[config.mk]
export PLATFORM = sky130hd
export DESIGN_NAME = pattern_match_index_sum_flat
export DESIGN_NICKNAME = d
export VERILOG_FILES = /design/src/design/pmis_pkg.sv /design/src/design/pmis_req_if.sv /design/src/design/pmis_rsp_if.sv /design/src/design/pattern_match_index_sum.sv /design/src/design/pmis_cell.sv /design/src/flat_wrapper.sv
export SDC_FILE = /design/constraint.sdc
export NUM_CORES = 1
export LEC_CHECK = 0
export BUFFER_PORTS_ARGS = -buffer_cell sky130_fd_sc_hd__buf_2
export CORE_MARGIN = 2
export CORE_UTILIZATION = 40
export DETAILED_ROUTE_END_ITERATION = 12
export MAX_ROUTING_LAYER = met4
export PLACE_DENSITY_LB_ADDON = 0.12
export SLEW_MARGIN = 5
export SYNTH_ARGS = -nofsm -noshare
export SYNTH_HDL_FRONTEND = slang
export SYNTH_HIERARCHICAL = 1
export SYNTH_SLANG_ARGS = --single-unit
[constraint.sdc]
create_clock -name clock -period 6.56 [get_ports clock]
set_input_delay 0.656 -clock clock [delete_from_list [all_inputs] [get_ports clock]]
set_output_delay 0.656 -clock clock [all_outputs]
set_load 0.02 [all_outputs]
[src/design/pmis_pkg.sv]
// Package: shared widths, constants and types of the pattern match index sum block.
`default_nettype none
package pmis_pkg;

   // Character and result widths
   localparam int SYM_W = 8;
   localparam int SUM_W = 21;
   localparam logic [SUM_W-1:0] SUM_MAX = 21'h1FFFFF;

   // Mode register codes
   localparam logic MODE_SUBSTRING   = 1'b0;
   localparam logic MODE_SUBSEQUENCE = 1'b1;

   // Command codes of an input transaction
   localparam logic CMD_PATTERN = 1'b0;
   localparam logic CMD_TEXT    = 1'b1;

   // Sequencer states, one-hot
   typedef enum logic [2:0] {
      ST_RUN = 3'b001,
      ST_MUL = 3'b010,
      ST_ADD = 3'b100
   } fsm_type;

   // Control broadcast to every cell of the compare chain
   typedef struct packed {
      logic             shift;
      logic             flush;
      logic [SYM_W-1:0] symbol;
   } cell_ctrl_type;

endpackage
`default_nettype wire

[src/design/pmis_req_if.sv]
// Interface: request channel carrying pattern and text characters.
`default_nettype none
interface pmis_req_if;
   logic                       valid;
   logic                       ready;
   logic                       cmd;
   logic [pmis_pkg::SYM_W-1:0] symbol;
   logic                       last;

   modport source (output valid, output cmd, output symbol, output last, input ready);
   modport sink   (input valid, input cmd, input symbol, input last, output ready);
endinterface
`default_nettype wire

[src/design/pmis_rsp_if.sv]
// Interface: response channel carrying the index sum and overflow flag.
`default_nettype none
interface pmis_rsp_if;
   logic                       valid;
   logic                       ready;
   logic [pmis_pkg::SUM_W-1:0] index_sum;
   logic                       overflow;

   modport source (output valid, output index_sum, output overflow, input ready);
   modport sink   (input valid, input index_sum, input overflow, output ready);
endinterface
`default_nettype wire

[src/design/pattern_match_index_sum.sv]
// Top level: pattern load, systolic substring compare chain and greedy subsequence sum.
// Throughput: one pattern or text transaction per cycle; after a text transaction marked
//   last, ready stays low in ST_MUL, and in ST_ADD until the response slot is free.
// Finish: after the last text transaction is taken, the multiply stage registers the
//   product and triangular term, then the add/saturate loads the response register.
// Reset: synchronous, clears control and text sums; pattern and result data are kept.
`default_nettype none
module pattern_match_index_sum #(
   parameter int PATTERN_MAX = 16,
   parameter int TEXT_MAX    = 65536
) (
   input  wire               clock,
   input  wire               reset,
   pmis_req_if.sink          req_chan,
   pmis_rsp_if.source        rsp_chan,
   input  wire               csr_we,
   input  wire               csr_wdata
);

   localparam int CNT_W  = $clog2(PATTERN_MAX + 1);
   localparam int PIDX_W = (PATTERN_MAX > 1) ? $clog2(PATTERN_MAX) : 1;
   localparam int IDX_W  = $clog2(TEXT_MAX + 1);
   localparam int PROD_W = CNT_W + IDX_W;
   localparam int TRI_W  = 2 * CNT_W;
   localparam int TOT_W  = PROD_W + TRI_W;
   localparam int CMP_W  = (TOT_W > pmis_pkg::SUM_W) ? TOT_W : pmis_pkg::SUM_W;
   localparam int RUNX_W = pmis_pkg::SUM_W + 1;

   // Control and accumulator registers
   pmis_pkg::fsm_type          state_ff, state_in;
   logic                       mode_ff;
   logic [CNT_W-1:0]           pat_cnt_ff, pat_cnt_in;
   logic                       text_phase_ff, text_phase_in;
   logic [IDX_W-1:0]           text_idx_ff, text_idx_in;
   logic [CNT_W-1:0]           subpos_ff, subpos_in;
   logic [pmis_pkg::SUM_W-1:0] run_sum_ff, run_sum_in;
   logic                       found_ff, found_in;
   logic [IDX_W-1:0]           start_ff, start_in;
   logic                       ovf_ff, ovf_in;

   // Finishing pipeline registers
   logic                       fin_mode_ff, fin_found_ff, fin_ovf_ff;
   logic [IDX_W-1:0]           fin_start_ff;
   logic [CNT_W-1:0]           fin_m_ff;
   logic [pmis_pkg::SUM_W-1:0] fin_run_ff;
   logic [PROD_W-1:0]          prod_ff;
   logic [TRI_W-1:0]           tri_ff;

   // Response register
   logic                       rsp_valid_ff;
   logic [pmis_pkg::SUM_W-1:0] rsp_sum_ff, rsp_sum_in;
   logic                       rsp_ovf_ff;

   // Handshake decode
   logic req_fire, is_pat, is_text, is_last, new_job, in_range, take, clear_text;
   logic out_free, load_rsp;
   logic [CNT_W-1:0] eff_cnt, m_minus1;
   logic pat_room;

   // Chain signals
   pmis_pkg::cell_ctrl_type    cell_ctrl;
   logic [PATTERN_MAX-1:0]     match_nxt, match_q, load_vec;
   logic [pmis_pkg::SYM_W-1:0] pat_vec [PATTERN_MAX];

   // Search results of this transaction
   logic                       hit_now, sub_hit;
   logic [IDX_W-1:0]           start_now;
   logic [RUNX_W-1:0]          run_add;
   logic [pmis_pkg::SUM_W-1:0] run_sat;
   logic [CMP_W-1:0]           total;
   logic [pmis_pkg::SUM_W-1:0] sub_sat;

   assign req_fire   = req_chan.valid & req_chan.ready;
   assign is_pat     = req_fire & (req_chan.cmd == pmis_pkg::CMD_PATTERN);
   assign is_text    = req_fire & (req_chan.cmd == pmis_pkg::CMD_TEXT);
   assign is_last    = is_text & req_chan.last;
   assign new_job    = is_pat & text_phase_ff;
   assign in_range   = text_idx_ff < IDX_W'(TEXT_MAX);
   assign take       = is_text & in_range;
   assign clear_text = is_last | new_job;
   assign eff_cnt    = new_job ? '0 : pat_cnt_ff;
   assign pat_room   = eff_cnt < CNT_W'(PATTERN_MAX);
   assign m_minus1   = pat_cnt_ff - CNT_W'(1);

   assign req_chan.ready = (state_ff == pmis_pkg::ST_RUN);

   // Broadcast to the chain
   assign cell_ctrl.shift  = take;
   assign cell_ctrl.flush  = clear_text;
   assign cell_ctrl.symbol = req_chan.symbol;

   // Row of compare cells, cell k matches pattern character k
   for (genvar k = 0; k < PATTERN_MAX; k++) begin : g_cell
      logic match_left;
      if (k == 0) begin : g_head
         assign match_left = 1'b1;
      end else begin : g_body
         assign match_left = match_q[k-1];
      end
      assign load_vec[k] = is_pat & pat_room & (eff_cnt == CNT_W'(k));
      pmis_cell u_cell (
         .clock     (clock),
         .reset     (reset),
         .ctrl      (cell_ctrl),
         .load_en   (load_vec[k]),
         .match_in  (match_left),
         .match_nxt (match_nxt[k]),
         .match_ff  (match_q[k]),
         .pat_ff    (pat_vec[k])
      );
   end

   // Substring hit: whole pattern ends at this character
   assign hit_now   = take & ~found_ff & (pat_cnt_ff != '0) & match_nxt[m_minus1[PIDX_W-1:0]];
   assign start_now = text_idx_ff + IDX_W'(1) - IDX_W'(pat_cnt_ff);

   // Greedy subsequence step
   assign sub_hit = take & (subpos_ff < pat_cnt_ff)
                  & (pat_vec[subpos_ff[PIDX_W-1:0]] == req_chan.symbol);
   assign run_add = RUNX_W'(run_sum_ff) + RUNX_W'(text_idx_ff);
   assign run_sat = (run_add > RUNX_W'(pmis_pkg::SUM_MAX)) ? pmis_pkg::SUM_MAX
                                                           : run_add[pmis_pkg::SUM_W-1:0];

   // Next values of the text state
   always_comb begin
      pat_cnt_in    = pat_cnt_ff;
      text_phase_in = text_phase_ff;
      text_idx_in   = take ? text_idx_ff + IDX_W'(1) : text_idx_ff;
      subpos_in     = sub_hit ? subpos_ff + CNT_W'(1) : subpos_ff;
      run_sum_in    = sub_hit ? run_sat : run_sum_ff;
      found_in      = found_ff | hit_now;
      start_in      = hit_now ? start_now : start_ff;
      ovf_in        = ovf_ff | (is_text & ~in_range);
      if (is_pat) begin
         text_phase_in = 1'b0;
         pat_cnt_in    = pat_room ? eff_cnt + CNT_W'(1) : eff_cnt;
      end
      if (is_text) begin
         text_phase_in = 1'b1;
      end
   end

   // Text state, cleared after the last character and at a new job
   always_ff @(posedge clock) begin
      if (reset) begin
         mode_ff       <= pmis_pkg::MODE_SUBSTRING;
         pat_cnt_ff    <= '0;
         text_phase_ff <= 1'b0;
         text_idx_ff   <= '0;
         subpos_ff     <= '0;
         run_sum_ff    <= '0;
         found_ff      <= 1'b0;
         start_ff      <= '0;
         ovf_ff        <= 1'b0;
      end else begin
         if (csr_we) begin
            mode_ff <= csr_wdata;
         end
         pat_cnt_ff    <= pat_cnt_in;
         text_phase_ff <= text_phase_in;
         if (clear_text) begin
            text_idx_ff <= '0;
            subpos_ff   <= '0;
            run_sum_ff  <= '0;
            found_ff    <= 1'b0;
            start_ff    <= '0;
            ovf_ff      <= 1'b0;
         end else begin
            text_idx_ff <= text_idx_in;
            subpos_ff   <= subpos_in;
            run_sum_ff  <= run_sum_in;
            found_ff    <= found_in;
            start_ff    <= start_in;
            ovf_ff      <= ovf_in;
         end
      end
   end

   // Capture the finished text for the finishing pipeline
   always_ff @(posedge clock) begin
      if (is_last) begin
         fin_mode_ff  <= mode_ff;
         fin_found_ff <= found_in;
         fin_start_ff <= start_in;
         fin_m_ff     <= pat_cnt_ff;
         fin_run_ff   <= run_sum_in;
         fin_ovf_ff   <= ovf_in;
      end
   end

   // Multiply stage: m*start and the triangular term
   always_ff @(posedge clock) begin
      if (state_ff == pmis_pkg::ST_MUL) begin
         prod_ff <= PROD_W'(fin_m_ff) * PROD_W'(fin_start_ff);
         tri_ff  <= (TRI_W'(fin_m_ff) * (TRI_W'(fin_m_ff) - TRI_W'(1))) >> 1;
      end
   end

   // Add stage: sum, saturate and select by mode
   assign total   = CMP_W'(prod_ff) + CMP_W'(tri_ff);
   assign sub_sat = (total > CMP_W'(pmis_pkg::SUM_MAX)) ? pmis_pkg::SUM_MAX
                                                        : total[pmis_pkg::SUM_W-1:0];
   always_comb begin
      if (fin_mode_ff == pmis_pkg::MODE_SUBSEQUENCE) begin
         rsp_sum_in = fin_run_ff;
      end else if (fin_found_ff) begin
         rsp_sum_in = sub_sat;
      end else begin
         rsp_sum_in = '0;
      end
   end

   assign out_free = ~rsp_valid_ff | rsp_chan.ready;
   assign load_rsp = (state_ff == pmis_pkg::ST_ADD) & out_free;

   // Sequencer
   always_comb begin
      state_in = state_ff;
      case (state_ff)
         pmis_pkg::ST_RUN: begin
            if (is_last) begin
               state_in = pmis_pkg::ST_MUL;
            end
         end
         pmis_pkg::ST_MUL: begin
            state_in = pmis_pkg::ST_ADD;
         end
         pmis_pkg::ST_ADD: begin
            if (out_free) begin
               state_in = pmis_pkg::ST_RUN;
            end
         end
         default: begin
            state_in = pmis_pkg::ST_RUN;
         end
      endcase
   end

   always_ff @(posedge clock) begin
      if (reset) begin
         state_ff     <= pmis_pkg::ST_RUN;
         rsp_valid_ff <= 1'b0;
      end else begin
         state_ff <= state_in;
         if (load_rsp) begin
            rsp_valid_ff <= 1'b1;
         end else if (rsp_chan.ready) begin
            rsp_valid_ff <= 1'b0;
         end
      end
   end

   // Hold the response payload until taken
   always_ff @(posedge clock) begin
      if (load_rsp) begin
         rsp_sum_ff <= rsp_sum_in;
         rsp_ovf_ff <= fin_ovf_ff;
      end
   end

   assign rsp_chan.valid     = rsp_valid_ff;
   assign rsp_chan.index_sum = rsp_sum_ff;
   assign rsp_chan.overflow  = rsp_ovf_ff;

endmodule
`default_nettype wire

[src/design/pmis_cell.sv]
// Compare cell: holds one pattern character and the partial-match flag ending at it.
`default_nettype none
module pmis_cell (
   input  wire                          clock,
   input  wire                          reset,
   input  wire pmis_pkg::cell_ctrl_type ctrl,
   input  wire                          load_en,
   input  wire                          match_in,
   output logic                         match_nxt,
   output logic                         match_ff,
   output logic [pmis_pkg::SYM_W-1:0]   pat_ff
);

   logic match_in_q;

   // Extend the neighbour's match by one character
   assign match_nxt  = match_in & (pat_ff == ctrl.symbol);
   assign match_in_q = ctrl.flush ? 1'b0 : (ctrl.shift ? match_nxt : match_ff);

   // Hold the pattern character once loaded
   always_ff @(posedge clock) begin
      if (load_en) begin
         pat_ff <= ctrl.symbol;
      end
   end

   // Advance the match flag on each text character, drop it on flush
   always_ff @(posedge clock) begin
      if (reset) begin
         match_ff <= 1'b0;
      end else begin
         match_ff <= match_in_q;
      end
   end

endmodule
`default_nettype wire

[src/flat_wrapper.sv]
// flat-port wrapper written by rule: the top's interface ports become plain ports
module pattern_match_index_sum_flat 
#(
   parameter int PATTERN_MAX = 16,
   parameter int TEXT_MAX    = 65536
)
  (clock, reset, csr_we, csr_wdata, req_chan_valid, req_chan_cmd, req_chan_symbol, req_chan_last, req_chan_ready, rsp_chan_valid, rsp_chan_index_sum, rsp_chan_overflow, rsp_chan_ready);
  pmis_req_if req_chan_i ();
  pmis_rsp_if rsp_chan_i ();
  input  wire clock;
  input  wire reset;
  input  wire csr_we;
  input  wire csr_wdata;
  input wire logic [$bits(req_chan_i.valid)-1:0] req_chan_valid;
  input wire logic [$bits(req_chan_i.cmd)-1:0] req_chan_cmd;
  input wire logic [$bits(req_chan_i.symbol)-1:0] req_chan_symbol;
  input wire logic [$bits(req_chan_i.last)-1:0] req_chan_last;
  output wire logic [$bits(req_chan_i.ready)-1:0] req_chan_ready;
  output wire logic [$bits(rsp_chan_i.valid)-1:0] rsp_chan_valid;
  output wire logic [$bits(rsp_chan_i.index_sum)-1:0] rsp_chan_index_sum;
  output wire logic [$bits(rsp_chan_i.overflow)-1:0] rsp_chan_overflow;
  input wire logic [$bits(rsp_chan_i.ready)-1:0] rsp_chan_ready;
  assign req_chan_i.valid = req_chan_valid;
  assign req_chan_i.cmd = req_chan_cmd;
  assign req_chan_i.symbol = req_chan_symbol;
  assign req_chan_i.last = req_chan_last;
  assign req_chan_ready = req_chan_i.ready;
  assign rsp_chan_valid = rsp_chan_i.valid;
  assign rsp_chan_index_sum = rsp_chan_i.index_sum;
  assign rsp_chan_overflow = rsp_chan_i.overflow;
  assign rsp_chan_i.ready = rsp_chan_ready;
  pattern_match_index_sum #(.PATTERN_MAX(PATTERN_MAX), .TEXT_MAX(TEXT_MAX)) u_core (.clock(clock), .reset(reset), .req_chan(req_chan_i), .rsp_chan(rsp_chan_i), .csr_we(csr_we), .csr_wdata(csr_wdata));
endmodule
* Word level (Yosys, flattened, before mapping) *
Index checks and enable logic that the tools add are counted.

word-level totals
  flip-flop bits (word level) = 315
  bits of input ports = 16
  output and inout port bits = 24

operators by class
  $add $sub $neg = 8
  multipliers = 2
  $lt $le $gt $ge = 7
  eq/ne operators = 37
  mux-type cells = 20
  bitwise gates (word level) = 54
  reductions and logical operators = 6

operators with widths
  operator                                                         count
  equality test 8 bit                                              17
  two-way mux 21 bit                                               5
  AND 1 bit                                                        45
  equality test 5 x 4 -> 1 bit, second input constant              8
  binary-select mux 8 bit (select 4 bit)                           1
  greater-than comparator 32 x 21 -> 1 bit, second input constant  1
  adder 22 x 9 -> 23 bit                                           1
  adder 21 x 17 -> 22 bit                                          1
  greater-than comparator 22 x 21 -> 1 bit, second input constant  1
  multiplier 5 x 17 -> 22 bit                                      1
  equality test 5 x 3 -> 1 bit, second input constant              4
  adder 17 x 1 -> 17 bit, second input constant                    1
  less-than comparator 17 bit, second input constant               1
  two-way mux 17 bit                                               1
  subtractor 17 x 5 -> 17 bit                                      1
  two-way mux 8 bit                                                2
  adder 5 x 1 -> 5 bit, second input constant                      2
  equality test 5 x 2 -> 1 bit, second input constant              2
  multiplier 5 x 10 -> 10 bit                                      1
  two-way mux 5 bit                                                2
  case mux 3 bit (3 select lines)                                  1
  two-way mux 3 bit                                                2
  subtractor 5 x 1 -> 6 bit, second input constant                 1
  equality test 5 x 1 -> 1 bit, second input constant              1
  other kinds (20)                                                 31

* Logic depth before layout (Yosys ltp) *
Gate-level depths: netlist (run 1).

  depth in word-level cells = 8
  gate-level depth with buffers = 21

* Hierarchy *
Netlist (run 1), hierarchy kept.

modules (own cells, without submodules)
  module                   instances  cells each  area each (um^2)  seq. area each (um^2)
  pattern_match_index_sum  1          1390        13600.5           4434.3
  pmis_cell                16         24          376.6             260.2

* Least setup slack after synthesis (run 1) *
No wires, ideal clock.

  path kind = register to register
  start = reg u_core.fin_m_ff[0]
  end = reg u_core.tri_ff[7] (data pin)
  setup time = 0.260 ns
  arrival time = 4.622 ns
  required time = 6.300 ns
  slack = 1.678 ns
  stages on the path, launching flop included = 18
  clock period less this slack = 4.882 ns
  cells stage by stage = edfxtp_1 clkbuf_1 inv_1 ha_1 inv_1 or3_1 ha_1 nand2b_1 fa_1 fa_1 fa_1 fa_1 fa_1 inv_1 a21o_1 a21oi_1 xnor2_1 xnor2_1

on the way
  cells in the longest elaborated chain, start to end = 2

RTL lines
  element                          line                            source
  from (decl)                      pattern_match_index_sum.sv:44   logic [CNT_W-1:0] fin_m_ff;
  from (signal assigned)           pattern_match_index_sum.sv:185  fin_m_ff <= pat_cnt_ff;
  subtractor 5 x 1 -> 6 bit        pattern_match_index_sum.sv:195  tri_ff <= (TRI_W'(fin_m_ff) * (TRI_W'(fin_m_ff) - TRI_W'(1))) >> 1;
  multiplier 5 x 10 -> 10 bit (*)  pattern_match_index_sum.sv:195
  to (signal assigned)             pattern_match_index_sum.sv:195
  to (decl)                        pattern_match_index_sum.sv:47   logic [TRI_W-1:0] tri_ff;

Mark *: on every way between the ends. The rest lies on a longest branch, timed or not.
A chain may end at the register's enable or synchronous reset.

* Worst setup path after layout (run 1) *
Ends and elaborated chain as after synthesis.

==> results.md, run 1 <==
- Max frequency: 195 MHz
- Critical Path Max Stage Delay: 570 ps
- Filler cells: 4,565
- Final Slew Violations: 0
- IO Pins: 40
- Critical path destination: u_core/tri_ff[7]
- Final min period: 5120 ps
- Gr busiest metal: met2
- Post-CTS Hold Buffers: 0
- Req. time, crit path: 6840 ps
- Vias in the first global route: 13.0k
- Bufs on Longest Clock Path: 3
- Final setup viols: 0
- Outcome: finished clean
- Reg2Reg Depth: 17
- Hold Vio Cnt, Final: 0
- Maxcap violations: 0
- Dpl cells: 2,392
- TritonRoute pass-1 iters: 5
- Critical R2R Capture: u_core/tri_ff[7]
- Worst setup path startpoint: u_core/fin_m_ff[0]
- Mean Syn Cell Area: 11.1 um2
- Die area: 50,700 um2
- Met1 GRT Util: 24.6%
- CTS H-tree depth: 2
- Die Span Y: 225 um
- CP dominant cell by count: fa_1
- Peak supply drop: 224 uV
- Clk sinks: 315
- Final Cycle Share: 78.0%
- Mapped Nets: 1,943
- Area growth, synth to finish: 10.9%
- Clock transition at path regs: 60 ps
- R2R setup slack: 1440 ps
- Cell area after synthesis: 19,600 um2
- DR iter-0 viols: 682
- Final Power: 0.00486 W
- Layout cells sized above 1: 10.2%
- Met2 usage: 34.0%
- Relative slew margins: 20.8%
- CP max stage cell: fa_1
- Post-synthesis cell count: 1,770
- Reg2reg start: u_core/fin_m_ff[0]
- Initial core utilization: 40.3%
- Unrepaired setup endpoints after global routing: false
- Crit start category: flop
- Post-route setup TNS: 0 ps
- Chip Width: 225 um
- DRC: 0
- PostCTS Resize Cnt: 0
- Total number of vias: 12.9k
- LEAKAGE: 8.01 nW
- Worst slew pin tran: 1190 ps
- Yosys warns: 6
- Worst Hold Class: input port to flop
- CTS tree: yes
- HPWL after detailed placement: 35,100 um
- Core area: 48,600 um2
- Fin area: 21,700 um2
- Initial antenna violation count: 2
- Global-route wire length before repair: 75,200 um
- GRT Total Usage: 20.0%
- Port-buffer cells: 39
- Vias/cell: 5.25
- Critical Path Fanout Max: 22
- Met3 usage: 2.65%
- CTS Buf Count: 39
- PwrDens: 224 nW/um2
- GRT overflow: 0
- Register Area: 8580 um2
- Total Routed Length: 48,000 um
- Antenna viol nets, final: 0
- WL per Instance: 19.5 um
- Root buf cell: clkbuf_16
- Setup CP Type: flop to flop
- CP cell instances: buf_4 -> inv_1 -> ha_1 -> inv_1 -> or3_1 -> ha_1 -> nand2b_1 -> fa_1 -> fa_1 -> fa_1 -> fa_1 -> fa_1 -> inv_1 -> a21o_1 -> a21oi_1 -> xnor2_1 -> xnor2_1
- Critical path capture point type: flop
- CP Data Arrival Time: 5400 ps
- DP Area: 20,500 um2
- Clock Latency Late Sink: 560 ps
- Area of the multi-input gates: 10,300 um2
- Routability Congestion: 0.866
- Post-CTS Setup Bufs: 0
- Largest net degree at the start of global routing: 48
- Non-filler instance count after layout: 2,464
- Layout Skew: 28.9 ps
- FP Rows: 81
- Nets: 1,984
how the worst min path moves through the flow:
stage	start	end	slack [ps]	cells past startpoint
after floorplan	u_core/fin_ovf_ff	u_core/rsp_chan.overflow	400	0
after detailed placement	u_core/mode_ff	u_core/fin_mode_ff	440	0
after global routing	csr_wdata	u_core/mode_ff	380	3
after CTS	csr_wdata	u_core/mode_ff	330	3
after global placement	u_core/mode_ff	u_core/fin_mode_ff	460	0
final	csr_wdata	u_core/mode_ff	350	3
state kept, by name (all words and copies together) (netlist names), 9 cells and up:
signal	cells
u_core/fin_run_ff	21
u_core/fin_start_ff	17
u_core/g_cell.u_cell/match_ff	15
u_core/g_cell.u_cell/pat_ff	128
u_core/prod_ff	22
u_core/rsp_chan.index_sum	21
u_core/run_sum_ff	21
u_core/start_ff	17
u_core/text_idx_ff	17
u_core/tri_ff	9
power breakdown:
part | total (W) | switching (W) | leakage, nW | internal (W)
clock | 0.00216 | 0.000870 | 0.627 | 0.00129
sequential | 0.00218 | 0.0000197 | 2.78 | 0.00216
combinational | 0.000511 | 0.000298 | 4.60 | 0.000213
total | 0.00486 | 0.00119 | 8.01 | 0.00367
per-layer routing:
metal | vias to the layer above | share of wire, %
met5 | - | 0
met4 | 0 | 3.2
met3 | 76 | 3.1
met2 | 209 | 49
met1 | 6272 | 44
li1 | 6372 | -
metrics by stage:
step	util (%)	worst slack [ps]	hold WS (ps)
3_5_place_dp	42.0	1450	440
5_1_grt	44.7	1160	376
4_1_cts	44.7	1420	329
2_1_floorplan	-	1680	400
3_3_place_gp	42.0	1510	455
6_report	44.7	1440	352
area by class of cell:
type | count | area share (%)
multi-input cells | 1279 | 47.5
flip-flops and latches | 315 | 39.5
clock buffers | 45 | 4.79
well taps | 622 | 3.58
inverters | 122 | 2.11
repair buffers | 54 | 1.42
clock inverters | 25 | 1.06
diodes | 2 | 0.0230
worst max-delay path, delay by kind of cell, from the launching register on:
family	cells	cell delay, ps
AO/OA/AOI/OAI	2	170
XOR/XNOR	2	320
adder cells (fa/ha/maj)	7	3010
buffers and inverters	4	510
flip-flops	1	350
AND/OR/NAND/NOR	2	480
cell usage in the layout (no fill, tap or decap), drive strengths merged, types with 15 or more instances in the layout:
master	count
xor2	32
dfxtp	88
nand3	45
inv	121
nor4b	16
and2	101
nor3	44
a22o	25
buf	54
edfxtp	227
xnor2	199
nand2b	15
fa	61
mux2i	38
ha	96
a31o	17
a21oi	48
clkinv	21
nor2	108
clkbuf	45
nand4	24
nor2b	24
o21ai	47
a211oi	15
nand2	143
mux4	30
Power figures use the tool's default switching activity.
==> run 2, diff against run 1 <==
clock period = 4.2 ns   (was 6.56 ns; I/O delays follow)
==> run 2 against run 1 <==
The run now ends with setup timing left. Worst setup slack got worse by 1700 ps. Hold slack got worse by 210 ps. Wire length rose by 4.4%. Largest power group is now the clock network. Non-clock buffer count rose by 91. Utilization rose by 2.5 points. Count of clock-buffer cells in the layout rose by 3. Combinational power rose by 100%. Register-to-register slack got worse by 1700 ps. Power rose by 65%.
==> results.md, run 2 (same netlist as run 1, synthesis figures left out) <==
- Root buf cell: clkbuf_16
- Nets: 2,075
- Core area: 48,600 um2
- Maxcap violations: 0
- LEAKAGE: 8.56 nW
- Port-buffer cells: 39
- Hold path startpoint: csr_wdata
- Setup CP Type: flop to flop
- FP Rows: 81
- Met1 GRT Util: 25.6%
- Die Span Y: 225 um
- Number of flip-flops in the largest register: 128
- WHS Endpoint: u_core/mode_ff
- Met2 usage: 36.0%
- Final setup viols: 5
- Area growth, synth to finish: 17.1%
- CTS tree: yes
- R2R setup slack: -230 ps
- Req. time, crit path: 4500 ps
- Crit start category: flop
- Worst hold slack: 141 ps
- Final core occ: 47.2%
- CTS H-tree depth: 2
- DR iter-0 viols: 635
- Unrepaired setup endpoints after global routing: true
- Worst slack, placed: -291 ps
- GRT overflow: 0
- CTS Buf Count: 39
- Most frequent cells in the layout: 227 x edfxtp_1, 197 x xnor2_1, 138 x nand2_1, 106 x nor2_1, 106 x inv_1
- Commonest non-fill, non-tap cell in the layout: edfxtp_1
- Top reg by flops: u_core/g_cell.u_cell/pat_ff
- Hold depth: 3
- Failing checks: setup timing
- DP Area: 21,300 um2
- Critical path capture point type: flop
- Worst Hold Class: input port to flop
- Reg2reg start: u_core/fin_m_ff[1]
- CP cell instances: inv_4 -> ha_4 -> inv_2 -> or3_4 -> ha_4 -> nand2b_4 -> fa_1 -> fa_1 -> fa_1 -> fa_1 -> fa_2 -> inv_1 -> a21o_1 -> a21oi_2 -> xnor2_2 -> xnor2_1
- Reg2Reg Depth: 16
- Global-route wire length before repair: 78,500 um
- Max frequency: 226 MHz
- Chip Width: 225 um
- Hold Vio Cnt, Final: 0
- HPWL after detailed placement: 37,300 um
- Relative slew margins: 25.8%
- Final Slew Violations: 0
- Antenna viol nets, final: 0
- Bufs on Longest Clock Path: 3
- Gr busiest metal: met2
- Routability Congestion: 0.892
- CP dominant cell by count: fa_1
- Critical Path Fanout Max: 4
- Largest net degree at the start of global routing: 44
- GRT Total Usage: 20.8%
- Initial core utilization: 40.3%
- Layout cells sized above 1: 18.0%
- Fin area: 22,900 um2
- Final min period: 4430 ps
- TritonRoute pass-1 iters: 6
- PwrDens: 349 nW/um2
- Largest registers: u_core/g_cell.u_cell/pat_ff x128, u_core/prod_ff x22
- Layout Skew: 26.1 ps
- Clock transition at path regs: 60 ps
- CP Data Arrival Time: 4730 ps
- Met3 usage: 2.48%
- Clk sinks: 315
- Initial antenna violation count: 2
- Final Cycle Share: 105%
- Critical R2R Capture: u_core/tri_ff[7]
- Die area: 50,700 um2
- IO Pins: 40
- CP max stage cell: fa_1
- WL per Instance: 19.6 um
- Outcome: complete, but fails checks
- Vias in the first global route: 13.5k
- Clock Latency Late Sink: 570 ps
- DRC: 0
- Peak supply drop: 280 uV
- Critical Path Max Stage Delay: 540 ps
- Setup ws final: -227 ps
- Vias/cell: 5.25
- Worst slew pin tran: 1110 ps
- Total number of vias: 13.4k
- Total Routed Length: 50,200 um
run 2: cell types whose count changed in the layout (fill, tap and decap cells not counted), sizes merged:
cell    change
clkinv      -5
diode       -1
clkbuf      +3
bufinv      +2
inv         +2
buf        +91
run 2: how the worst max path moves through the flow:
stage | startpoint | end | slack (ps) | cells past startpoint
final | u_core/fin_m_ff[1] | u_core/tri_ff[7] | -230 | 16
after global routing | u_core/fin_m_ff[1] | u_core/tri_ff[7] | -400 | 17
after CTS | u_core/fin_m_ff[0] | u_core/tri_ff[7] | -280 | 16
after detailed placement | u_core/fin_m_ff[0] | u_core/tri_ff[7] | -290 | 16
after global placement | u_core/fin_m_ff[0] | u_core/tri_ff[7] | -200 | 16
after floorplan | u_core/fin_m_ff[0] | u_core/tri_ff[7] | -240 | 17
run 2: power by group:
part           internal [W]  total [W]  switching, W
Clock               0.00218    0.00356       0.00138
Combinational      0.000493    0.00104      0.000552
Sequential          0.00338    0.00340     0.0000232
Total               0.00605    0.00801       0.00196
run 2: stage by stage:
stage	TNS, ps	cells	total power, W
global route	-1750	2556	0.00833
finish	-704	2556	0.00801
CTS	-869	2556	0.00808
floorplan	-335	1770	0.00410
detailed placement	-872	2471	0.00444
global placement	-594	2471	0.00442
run 2: area by class of cell:
type / instances / area [um2]
fill: 4506 / 25700
clock inverter: 24 / 290
sequential: 315 / 8580
tap: 622 / 778
antenna: 1 / 2.50
inverter: 122 / 468
multi-input combinational: 1279 / 10700
clock buffer: 48 / 1060
timing repair buffer: 145 / 1100
run 2: repair_timing:
action	CTS	global route
gates cloned	1	0
gates resized for setup	23	15
setup buffers	12	4
pin swaps	41	26
hold buffers	0	0
setup endpoints to repair	6	11
run 2: worst max-delay path: cells and delay by family, from the launching register on:
family,cells,cell delay [ps]
compound gates,2,180
flops,1,460
buf+inv,3,180
simple gates,2,470
fa+ha+maj,7,2640
xor+xnor,2,260
run 2: routing by layer:
layer	part of all wire, %	vias up
met2	51	194
met3	2.9	58
met5	0	-
li1	-	6560
met4	2.3	0
met1	44	6614
==> run 3, diff against run 2 <==
CORE_ASPECT_RATIO = 1.5   (was unset)
CTS_CLUSTER_SIZE = 30   (was unset)
PLACE_DENSITY_LB_ADDON = unset   (was 0.12)
==> run 3 against run 2 <==
The flow still finishes with violations (setup timing). Sequential power about the same. Sequential cell count unchanged. Worst setup slack got worse by 58 ps. Clock power decreased by 9.3%. Clock skew increased by 3.9 ps. Count of clock-buffer cells in the layout decreased by 8. Die area about the same. Maximum frequency decreased by 1.3%. Register-to-register slack got worse by 60 ps. Hold slack got worse by 12 ps.
==> results.md, run 3 (same netlist as run 1, synthesis figures left out) <==
- Outcome: complete, but fails checks
- Failing checks: setup timing
- Hold Vio Cnt, Final: 0
- CP Data Arrival Time: 4770 ps
- Setup CP Type: flop to flop
- Psw: 0.00189 W
- Non-filler instance count after layout: 2,587
- Chip Width: 185 um
- Filler cells: 4,509
- Setup ws final: -284 ps
- Routability Congestion: 0.912
- GRT Total Usage: 20.5%
- CTS H-tree depth: 2
- Number of flip-flops in the largest register: 128
- Total Routed Length: 49,000 um
- Final Slew Violations: 0
- HPWL after detailed placement: 37,300 um
- DRC: 0
- Layout Skew: 30.1 ps
- Vias in the first global route: 14.0k
- PwrDens: 336 nW/um2
- CTS tree: yes
- Crit start category: flop
- Largest net degree at the start of global routing: 48
- Clock Latency Late Sink: 560 ps
- Root buf cell: clkbuf_16
- DR iter-0 viols: 722
- Worst slew pin tran: 1140 ps
- Clock transition at path regs: 60 ps
- Max frequency: 223 MHz
- Met2 routed WL: 26,900 um
- Maxcap violations: 0
- Final min period: 4480 ps
- Vias/cell: 5.18
- Met3 WL: 1490 um
- Clock Power Share: 42.2%
- Critical path capture point type: flop
- Core area: 48,600 um2
- Most frequent cells in the layout: 227 x edfxtp_1, 198 x xnor2_1, 139 x nand2_1, 108 x inv_1, 107 x nor2_1
- Clk sinks: 315
- Req. time, crit path: 4480 ps
- Fin area: 22,800 um2
- FP Rows: 99
- Initial antenna violation count: 3
- Final Cycle Share: 107%
- Final setup viols: 5
- WL per Instance: 18.9 um
- Worst hold slack: 129 ps
- Combinational share of power: 13.3%
- DR top layer: met4
- Commonest non-fill, non-tap cell in the layout: edfxtp_1
- LEAKAGE: 8.45 nW
- DP Area: 21,300 um2
- Area growth, synth to finish: 16.2%
- Layout cells sized above 1: 17.5%
- Dpl cells: 2,499
- Port-buffer cells: 39
- TritonRoute pass-1 iters: 5
- Die Span Y: 275 um
- Total number of vias: 13.4k
- Bufs on Longest Clock Path: 3
- GRT overflow: 0
- Worst Hold Class: input port to flop
- Net Sw Frac: 24.7%
- Global-route wire length before repair: 77,400 um
- Die area: 50,800 um2
- IO Pins: 40
- Critical Path Fanout Max: 3
- Unrepaired setup endpoints after global routing: true
- Wl on met1: 18,300 um
- Top reg by flops: u_core/g_cell.u_cell/pat_ff
- Largest registers: u_core/g_cell.u_cell/pat_ff x128, u_core/prod_ff x22
- Peak supply drop: 354 uV
- Antenna viol nets, final: 0
- Initial core utilization: 40.3%
- P_int: 0.00577 W
- Nets: 2,074
- Sequential share of power: 44.4%
- Worst slack, placed: -273 ps
- Relative slew margins: 24.1%
- CTS Buf Count: 36
## run 3: changes by cell type in the layout (fill, tap and decap cells not counted), moves of 2 or more
cell / delta
buf_12: -4
buf_4: +8
clkbuf_1: -2
clkbuf_16: -5
clkinv_2: -2
clkinv_4: +2
clkinvlp_4: +2
diode_2: +2
inv_1: +2
inv_4: -2
## run 3: metal layers
layer	vias up	GRT usage (%)
li1	6555	-
met1	6505	21.1
met2	245	38.7
met3	101	2.30
met4	0	9.11
met5	-	-
## run 3: final cells by class
type	instances	area (um2)	share of cell area, %
multi-input cells	1279	10600	46.7
flip-flops and latches	315	8580	37.7
repair buffers	147	1050	4.59
clock buffers	40	916	4.02
well taps	656	821	3.61
inverters	122	465	2.04
clock inverters	25	300	1.32
diodes	3	7.51	0.0330
## run 3: power by group through the flow
stage	registers [W]	logic (W)	clock network, W
after floorplan	0.00346	0.000647	0
after global placement	0.00347	0.000931	0
after detailed placement	0.00347	0.000951	0
after CTS	0.00340	0.000994	0.00331
after global routing	0.00340	0.00114	0.00341
final	0.00340	0.00102	0.00323
## run 3: repair_timing
action / CTS / global route
endpoints found under the setup margin: 6 / 11
pin swaps: 18 / 20
hold buffers: 0 / 0
gates cloned: 1 / 0
resized for setup: 12 / 16
endpoints found under the hold margin: 0 / 0
setup buffers: 15 / 9
## run 3: critical path, stage by stage (launching register included)
cell and delay [ps]:
edfxtp_1 450, clkinv_4 90, ha_4 120, inv_2 30, or3_4 330, ha_4 230, nand2b_4 130, fa_1 500
fa_1 450, fa_1 560, fa_1 470, fa_2 370, inv_1 60, a21o_1 120, a21oi_2 60, xnor2_1 130
xnor2_1 130
## run 3: metrics by stage
stage	utilization [%]	TNS, ps	power (W)
6_report	46.9	-771	0.00765
5_1_grt	46.9	-1740	0.00795
4_1_cts	46.7	-1130	0.00770
3_5_place_dp	43.8	-1010	0.00442
3_3_place_gp	43.8	-593	0.00440
2_1_floorplan	-	-335	0.00410
## run 3: path summary, 6_finish.rpt
| kind | from | endpoint | slack [ps] | cells past startpoint |
|---|---|---|---|---|
| worst max-delay path | u_core/fin_m_ff[0] | u_core/tri_ff[7] | -280 | 16 |
| worst min-delay path | csr_wdata | u_core/mode_ff | 130 | 3 |
| worst max register to register | u_core/fin_m_ff[0] | u_core/tri_ff[7] | -280 | 16 |
| worst min register to register | u_core/mode_ff | u_core/fin_mode_ff | 440 | 0 |
